<file path="config.mk">
export PLATFORM = sky130hd
export DESIGN_NAME = llp_ctrl
export DESIGN_NICKNAME = d
export VERILOG_FILES = /design/src/rtl/llp_pkg.sv /design/src/rtl/llp_ctrl.sv
export VERILOG_INCLUDE_DIRS = /design/src /design/src/rtl
export SDC_FILE = /design/constraint.sdc
export NUM_CORES = 1
export LEC_CHECK = 0
export BUFFER_PORTS_ARGS = -buffer_cell sky130_fd_sc_hd__buf_4
export CAP_MARGIN = 20
export CELL_PAD_IN_SITES_DETAIL_PLACEMENT = 0
export CELL_PAD_IN_SITES_GLOBAL_PLACEMENT = 1
export CORE_UTILIZATION = 24
export DETAILED_ROUTE_END_ITERATION = 12
export HOLD_SLACK_MARGIN = 0.05
export PLACE_DENSITY = 0.66
export SKIP_LAST_GASP = 1
export SLEW_MARGIN = 15
export SYNTH_ARGS = -nofsm -noshare
export SYNTH_HDL_FRONTEND = slang
export SYNTH_SLANG_ARGS = --single-unit
</file>
<file path="constraint.sdc">
create_clock -name i_clk -period 1.26 [get_ports i_clk]
set_clock_uncertainty 0.05 [all_clocks]
set_input_delay 0.378 -clock i_clk [delete_from_list [all_inputs] [get_ports i_clk]]
set_output_delay 0.378 -clock i_clk [all_outputs]
set_load 0.005 [all_outputs]
</file>
<file path="src/rtl/assert_macros.svh">
// ----------------------------------------------------------------------------
// Assertion macros
// Shared forms for the concurrent checks of the placer RTL.
// ----------------------------------------------------------------------------
`ifndef ASSERT_MACROS_SVH
`define ASSERT_MACROS_SVH

// Check that is switched off while reset is held.
`define LLP_ASSERT(name, clk, rst_n, prop, msg) \
    name: assert property (@(posedge clk) disable iff (!rst_n) (prop)) else $error(msg);

// Check that also holds while reset is held.
`define LLP_ASSERT_ALWAYS(name, clk, prop, msg) \
    name: assert property (@(posedge clk) (prop)) else $error(msg);

`endif

</file>
<file path="src/rtl/llp_pkg.sv">
// ----------------------------------------------------------------------------
// llp_pkg
// Field widths, request codes and the controller/datapath interface types.
// ----------------------------------------------------------------------------
package llp_pkg;

    localparam int unsigned OPCODE_WIDTH   = 2;
    localparam int unsigned KEY_WIDTH      = 64;
    localparam int unsigned URG_WIDTH      = 4;
    localparam int unsigned TGT_WIDTH      = 10;
    localparam int unsigned RANK_OUT_WIDTH = 10;
    localparam int unsigned LOAD_OUT_WIDTH = 16;
    localparam int unsigned CFG_WIDTH      = 11;
    localparam int unsigned MARGIN_CAP     = 3;

    localparam logic [CFG_WIDTH-1:0] ACTIVE_RESET = CFG_WIDTH'(1);

    localparam logic [OPCODE_WIDTH-1:0] OP_CHOOSE = 2'd0;
    localparam logic [OPCODE_WIDTH-1:0] OP_PLACE  = 2'd1;
    localparam logic [OPCODE_WIDTH-1:0] OP_DONE   = 2'd2;
    localparam logic [OPCODE_WIDTH-1:0] OP_READ   = 2'd3;

    // Commands from the controller to the datapath.
    typedef struct packed {
        logic capture;
        logic clr_step;
        logic dispatch_rd;
        logic scan_init;
        logic scan_step;
        logic home_rd;
        logic tgt_finish;
        logic decide;
        logic out_load;
    } t_cmd;

    // Status from the datapath to the controller.
    typedef struct packed {
        logic clr_last;
        logic is_choose;
        logic ws_zero;
        logic scan_done;
        logic div_done;
    } t_status;

endpackage

</file>
<file path="src/rtl/llp_ctrl.sv">
// ----------------------------------------------------------------------------
// llp_ctrl
// Request sequencer: clearing pass, dispatch, scan, decision and delivery.
// ----------------------------------------------------------------------------
`include "assert_macros.svh"

module llp_ctrl import llp_pkg::*; (
    input  logic    i_clk,
    input  logic    i_rst_n,
    input  logic    i_in_valid,
    output logic    o_in_ready,
    output logic    o_out_valid,
    input  logic    i_out_ready,
    output t_cmd    o_cmd,
    input  t_status i_status
);

    localparam logic [2:0] S_CLEAR    = 3'd0;
    localparam logic [2:0] S_IDLE     = 3'd1;
    localparam logic [2:0] S_DISPATCH = 3'd2;
    localparam logic [2:0] S_SCAN     = 3'd3;
    localparam logic [2:0] S_HOME     = 3'd4;
    localparam logic [2:0] S_DECIDE   = 3'd5;
    localparam logic [2:0] S_FINISH   = 3'd6;
    localparam logic [2:0] S_OUT      = 3'd7;

    logic [2:0] r_state;
    logic [2:0] n_state;
    logic       r_out_valid;
    logic       out_free;

    assign out_free   = !r_out_valid || i_out_ready;
    assign o_in_ready = (r_state == S_IDLE);

    always_comb begin
        o_cmd   = '0;
        n_state = r_state;
        unique case (r_state)
            S_CLEAR: begin
                o_cmd.clr_step = 1'b1;
                if (i_status.clr_last) begin
                    n_state = S_IDLE;
                end
            end
            S_IDLE: begin
                o_cmd.capture = i_in_valid;
                if (i_in_valid) begin
                    n_state = S_DISPATCH;
                end
            end
            S_DISPATCH: begin
                if (i_status.is_choose && !i_status.ws_zero) begin
                    o_cmd.scan_init = 1'b1;
                    n_state = S_SCAN;
                end else begin
                    o_cmd.dispatch_rd = 1'b1;
                    n_state = S_FINISH;
                end
            end
            S_SCAN: begin
                o_cmd.scan_step = 1'b1;
                if (i_status.scan_done && i_status.div_done) begin
                    n_state = S_HOME;
                end
            end
            S_HOME: begin
                o_cmd.home_rd = 1'b1;
                n_state = S_DECIDE;
            end
            S_DECIDE: begin
                o_cmd.decide = 1'b1;
                n_state = S_OUT;
            end
            S_FINISH: begin
                o_cmd.tgt_finish = 1'b1;
                n_state = S_OUT;
            end
            S_OUT: begin
                if (out_free) begin
                    o_cmd.out_load = 1'b1;
                    n_state = S_IDLE;
                end
            end
        endcase
    end

    always_ff @(posedge i_clk) begin
        if (!i_rst_n) begin
            r_state     <= S_CLEAR;
            r_out_valid <= 1'b0;
        end else begin
            r_state <= n_state;
            if (o_cmd.out_load) begin
                r_out_valid <= 1'b1;
            end else if (i_out_ready) begin
                r_out_valid <= 1'b0;
            end
        end
    end

    assign o_out_valid = r_out_valid;

    `LLP_ASSERT(a_valid_from_out, i_clk, i_rst_n, $rose(r_out_valid) |-> ($past(r_state) == S_OUT), "result raised outside delivery")
    `LLP_ASSERT(a_no_accept_in_clear, i_clk, i_rst_n, (r_state == S_CLEAR) |-> !o_in_ready, "request taken during clearing pass")

endmodule

</file>
==> impl_metrics.env, run 1 <==
export IMPL_post_drt_via_cell_ratio=4.90
export IMPL_post_route_min_period_ns=1.54
export IMPL_critPathMaxFanout=8
export IMPL_cts_htree_levels=1
export IMPL_die_w_um=39.0
export IMPL_setup_viol=11
export IMPL_synth_edf_count=0
export IMPL_fin_total_pwr_mw=0.597
export IMPL_asyncSetResetFlopFracSynth_pct=0
export IMPL_drive_gt1_share_pct=65.2
export IMPL_hold_slack_ns=0.361
export IMPL_min_path_cells=3
export IMPL_grt_start_max_net_pins=11
export IMPL_yosysTopAreaCellShare_pct=24.3
export IMPL_first_global_vias=381
export IMPL_dp_slack_ns=-0.219
export IMPL_synth_yosys_seq_area_share_pct=24.3
export IMPL_start_util_pct=27.7
export IMPL_dp_hpwl_um=722
export IMPL_netlist_top_cell_by_area="dfxtp_1"
export IMPL_dp_cells=77
export IMPL_fp_dieArea_um2=1520
export IMPL_fin_tns_setup_ns=-2.26
export IMPL_post_synth_inst_count=37
export IMPL_grt_overflow_total=0
export IMPL_outcome="finished with violations"
export IMPL_floorplan_rows=12
export IMPL_initialDrtViolationCount=5
export IMPL_synth_flop_cell="dfxtp_1"
export IMPL_numCtsBuffers=3
export IMPL_synthesis_yosys_warnings=0
export IMPL_clock_fmax_mhz=651
export IMPL_post_drt_wl_per_cell_um=12.8
export IMPL_number_of_antenna_violations_at_the_first_check_in_global_routing=0
export IMPL_final_min_period_over_clock_period_pct=122
export IMPL_track_usage_pct=15.3
export IMPL_diodes=0
export IMPL_clkSlewWorstSetupHoldPaths_ns=0.04
export IMPL_routability_congestion_estimate=0.721
export IMPL_firstDrtPassIters=4
export IMPL_via_count=392
export IMPL_leakage_power_nw=0.283
export IMPL_syn_avg_cell_area_um2=8.89
export IMPL_unrepaired_setup_endpoints_after_global_routing="true"
export IMPL_violated_checks="negative setup slack"
export IMPL_tritoncts_clock_tree="done"
export IMPL_holdBufCountCts=0
export IMPL_crit_required_ns=0.83
export IMPL_global_route_wire_length_before_repair_um=1500
export IMPL_ctsRootBufferMaster="clkbuf_4"
export IMPL_clock_sinks=4
export IMPL_stdcell_count=80
export IMPL_end_kind="output port"
export IMPL_drt_drc_violations_left=0
export IMPL_pin_count=20
export IMPL_finalWirelength_um=1020
export IMPL_critical_path_arrival_ns=1.11
export IMPL_startpoint_type="register"
export IMPL_die_h_um=39.0
export IMPL_timing_setup_critical_path_class="reg2out"
export IMPL_number_of_nets_in_the_synthesized_netlist=46
export IMPL_finalHoldViolations=0
export IMPL_synth_area_top_cells="dfxtp_1 (24%), a2bb2oi_4 (8.0%), and3b_1 (5.3%)"
export IMPL_synth_ff_latch_count=4
export IMPL_num_nets_final=77
export IMPL_synth_cell_type_count=27
export IMPL_worst_margin_pin_slew_ns=0.192
export IMPL_route_antenna_remaining_nets=0
export IMPL_maxSlewHeadroom_pct=87.1
export IMPL_place_port_buffers=19
export IMPL_core_um2=1190
export IMPL_worstHoldPathType="in2reg"
export IMPL_syn_to_final_growth_pct=88.6
export IMPL_pwr_density_cell_nw_per_um2=963
export IMPL_worstRegToRegCells=4
export IMPL_fin_ws_ns=-0.275
export IMPL_report_final_slew_viol_count=0
export IMPL_post_synth_instance_area_um2=329
export IMPL_power_ir_vdd_worst_mv=0.474
export IMPL_ctsLongestPathBuffers=2
export IMPL_max_cap_viol_count=0
export IMPL_clock_insertion_delay_worst_skew_ns=0.23
[synthesized netlist by cell type (2+ instances only)]
cell type,n
dfxtp_1,4
nand2_1,3
a21oi_1,2
and3b_1,2
buf_2,2
nand2b_1,2
nor3b_1,2
[critical path: stages (launching register included)]
cell and delay (ns):
dfxtp_2 0.32, buf_6 0.14, nor3b_4 0.17, and2_1 0.14, buf_4 0.10
[cells by family after synthesis]
| family | count (synthesis) | share of synthesized area, % |
|---|---|---|
| and+or+nand+nor | 20 | 41.1 |
| muxes | 1 | 3.04 |
| DFF | 4 | 24.3 |
| buffers and inverters | 3 | 6.46 |
| AOI/OAI and AO/OA | 8 | 22.4 |
| xor gates and xnor gates | 1 | 2.66 |
[state kept, by name, summed over array words and instances, names as in the netlist]
signal and count:
r_state 3, o_out_valid 1
[power by group]
group	total, mW	leakage, nW	switching (mW)	internal, mW
sequential	0.182	0.0344	0.0373	0.145
clock	0.159	0.0138	0.0521	0.107
combinational	0.256	0.235	0.0945	0.162
total	0.597	0.283	0.184	0.414
[through the flow]
step	utilization, %	instance area [µm²]
2_1_floorplan	-	335
3_3_place_gp	46.3	549
3_5_place_dp	46.3	549
4_1_cts	51.8	614
5_1_grt	52.3	621
6_report	52.3	621
[path summary, 6_finish.rpt]
path                    from         end  slack [ns]
setup / recovery  r_state[2]    o_cmd[8]       -0.28
hold / removal       i_rst_n  r_state[1]        0.36
hold reg to reg   r_state[2]  r_state[0]        0.61
setup reg to reg  r_state[0]  r_state[0]       -0.05
[routing by layer]
metal,track usage [%],up-vias,part of all wire (%)
li1,-,194,-
met1,13.7,190,38
met2,29.2,8,59
met3,4.05,0,2.9
met4,10.3,0,0
met5,0,-,0
[what timing repair did]
action,4_1_cts,5_1_grt
setup endpoints to repair,12,12
resized for setup,10,1
buffers inserted,0,0
pin swaps,1,1
gates cloned,0,0
[cells in the final DEF (no fill, tap or decap)]
cell type,synthesis,routed
o21a_1,1,1
nand3b_1,1,1
and3b_4,1,1
xnor2_1,1,1
or2b_1,1,1
nor3b_4,0,1
a21oi_1,2,2
and2_1,1,1
and3b_1,2,2
nor3_1,1,1
nor3b_2,0,1
buf_4,0,28
dfxtp_4,0,2
nor2b_1,1,1
a2bb2oi_4,1,1
mux2i_1,1,1
nand2b_1,2,2
nand2_2,1,1
a21boi_1,1,1
nand3_2,0,1
o211ai_1,1,1
clkbuf_4,0,3
dfxtp_1,4,1
nor4bb_4,0,1
o21ai_1,1,1
buf_6,1,1
o311a_1,1,1
nor4b_2,0,1
dfxtp_2,0,1
nor2_1,1,1
nand2_1,3,3
[cell type report]
cell class | instances | area [µm²]
flip-flops and latches | 4 | 88.8
repair buffers | 29 | 221
multi-input cells | 30 | 270
well taps | 14 | 17.5
fillers | 114 | 566
clock buffers | 3 | 22.5
Note: power is estimated with default switching activity, not from simulation.
==> run 2, diff against run 1 <==
Settings changed: ABC_AREA set to 1, CORE_UTILIZATION 24 to 22, PLACE_DENSITY 0.66 to 0.65.
==> impl_metrics.env, run 2 <==
export IMPL_syn_to_final_growth_pct=110
export IMPL_crit_required_ns=0.83
export IMPL_hold_slack_ns=0.341
export IMPL_post_synth_instance_area_um2=358
export IMPL_final_min_period_over_clock_period_pct=119
export IMPL_drive_gt1_share_pct=65.3
export IMPL_unrepaired_setup_endpoints_after_global_routing="true"
export IMPL_fin_ws_ns=-0.239
export IMPL_dpl_cell_area_um2=588
export IMPL_diodes=0
export IMPL_timing_setup_critical_path_class="reg2out"
export IMPL_min_path_cells=3
export IMPL_outcome="finished with violations"
export IMPL_finalWirelength_um=1080
export IMPL_floorplan_rows=14
export IMPL_maxSlewHeadroom_pct=87.0
export IMPL_yosys_cell_count_top_type="nor2_1"
export IMPL_syn_avg_cell_area_um2=5.59
export IMPL_design_area_um2=751
export IMPL_max_cap_viol_count=0
export IMPL_clkSlewWorstSetupHoldPaths_ns=0.04
export IMPL_number_of_antenna_violations_at_the_first_check_in_global_routing=0
export IMPL_grt_overflow_total=0
export IMPL_synth_ff_latch_count=4
export IMPL_violated_checks="negative setup slack"
export IMPL_max_reg_flops=3
export IMPL_yosysTopAreaCellShare_pct=22.4
export IMPL_fp_dieArea_um2=1790
export IMPL_track_usage_pct=12.1
export IMPL_asyncSetResetFlopFracSynth_pct=0
export IMPL_final_cell_mix="buf_4 (32), nand2_1 (12), nor2_1 (10), inv_1 (6), inv_2 (6)"
export IMPL_grt_start_max_net_pins=8
export IMPL_via_count=495
export IMPL_worstHoldPathType="in2reg"
export IMPL_clock_fmax_mhz=667
export IMPL_ctsRootBufferMaster="clkbuf_4"
export IMPL_fillers=151
export IMPL_finalHoldViolations=0
export IMPL_layout_commonest_cell="buf_4"
export IMPL_die_w_um=42.3
export IMPL_leakage_power_nw=0.406
export IMPL_synth_flop_cell="dfxtp_1"
export IMPL_pin_count=20
export IMPL_area_occupied_by_multi_input_gates_um2=280
export IMPL_place_port_buffers=19
export IMPL_synthesis_yosys_warnings=0
export IMPL_worst_margin_pin_slew_ns=0.193
export IMPL_tritoncts_clock_tree="done"
export IMPL_cts_htree_levels=1
export IMPL_ctsLongestPathBuffers=2
export IMPL_numCtsBuffers=3
export IMPL_critical_path_arrival_ns=1.07
export IMPL_regArea_um2=91.3
export IMPL_dp_hpwl_um=791
export IMPL_setup_viol=12
export IMPL_globalRouteMet3Util_pct=0
export IMPL_global_route_wire_length_before_repair_um=1710
export IMPL_report_final_slew_viol_count=0
export IMPL_grt_busiest_layer="met2"
export IMPL_top_register="r_state"
export IMPL_post_drt_wl_per_cell_um=9.23
export IMPL_commonest_cells_post_synth="nor2_1 (17), nand2_1 (15), inv_1 (11)"
export IMPL_post_drt_via_cell_ratio=4.23
export IMPL_route_antenna_remaining_nets=0
export IMPL_met2_track_demand_over_resource_in_global_routing_pct=18.8
export IMPL_die_h_um=42.3
export IMPL_drt_drc_violations_left=0
export IMPL_holdBufCountCts=0
export IMPL_startpoint_type="register"
export IMPL_worstRegToRegCells=11
export IMPL_layout_core_utilization_pct=49.8
export IMPL_power_ir_vdd_worst_mv=0.783
export IMPL_firstDrtPassIters=3
export IMPL_pwr_density_cell_nw_per_um2=2190
export IMPL_groute_layer_met1_usage_pct=17.3
export IMPL_post_synth_inst_count=64
export IMPL_netlist_top_cell_by_area="dfxtp_1"
export IMPL_post_route_min_period_ns=1.50
export IMPL_num_nets_final=112
export IMPL_synth_cell_type_count=16
export IMPL_routability_congestion_estimate=0.745
export IMPL_dp_slack_ns=-0.0932
export IMPL_start_util_pct=23.8
export IMPL_first_global_vias=413
export IMPL_synth_yosys_seq_area_share_pct=22.4
export IMPL_number_of_nets_in_the_synthesized_netlist=73
export IMPL_initialDrtViolationCount=3
export IMPL_critPathMaxFanout=4
export IMPL_core_um2=1510
export IMPL_synth_edf_count=0
export IMPL_clock_insertion_delay_worst_skew_ns=0.24
export IMPL_clock_sinks=4
export IMPL_end_kind="output port"
export IMPL_synth_area_top_cells="dfxtp_1 (22%), nor2_1 (18%), nand2_1 (16%)"
run 2: critical path, cell delays in order, from the launching register on:
cell and delay, ns:
dfxtp_4 0.36, buf_6 0.13, nor2_4 0.08, inv_2 0.06
nor2_2 0.09, buf_4 0.11
run 2: per-stage QoR:
stage / TNS [ns] / power (mW) / instances
2_1_floorplan: 0 / 0.686 / 64
3_3_place_gp: -0.427 / 1.07 / 109
3_5_place_dp: -0.450 / 1.07 / 109
4_1_cts: -2.09 / 1.48 / 115
5_1_grt: -2.73 / 1.78 / 117
6_report: -2.10 / 1.65 / 117
run 2: report_power, final:
part / internal, mW / leakage (nW) / total (mW) / switching, mW
sequential: 0.201 / 0.0348 / 0.311 / 0.110
clock: 0.107 / 0.0138 / 0.164 / 0.0572
combinational: 0.635 / 0.357 / 1.17 / 0.536
total: 0.942 / 0.406 / 1.65 / 0.704
run 2: final timing paths:
kind / from / to / slack [ns]
worst min register to register: o_out_valid / o_out_valid / 0.50
worst max register to register: r_state[1] / r_state[2] / -0.11
worst max-delay path: r_state[0] / o_cmd[3] / -0.24
worst min-delay path: i_rst_n / r_state[1] / 0.34
run 2: area by class of cell:
cell class | count | share of cell area (%)
timing repair buffer | 36 | 38.0
multi-input combinational | 45 | 37.3
sequential | 4 | 12.2
inverter | 13 | 6.83
clock buffer | 3 | 3.00
tap | 16 | 2.67
run 2: cell families (layout without fill, tap and decap cells):
| family | count (synthesis) | after routing | synth area share (%) |
|---|---|---|---|
| flops | 4 | 4 | 22.4 |
| compound gates | 3 | 3 | 5.59 |
| buf+inv | 15 | 52 | 19.9 |
| simple gates | 42 | 42 | 52.1 |
run 2: routing by layer:
layer / up-vias / wire length (µm)
met4: 0 / 17
met2: 11 / 519
met3: 2 / 30
li1: 266 / -
met1: 216 / 514
met5: - / 0
run 2: what timing repair did:
| action | in CTS | in global routing |
|---|---|---|
| buffers inserted | 3 | 2 |
| pin swaps | 7 | 7 |
| hold endpoints to repair | 0 | 0 |
| setup endpoints to repair | 11 | 13 |
| gates resized for setup | 20 | 15 |
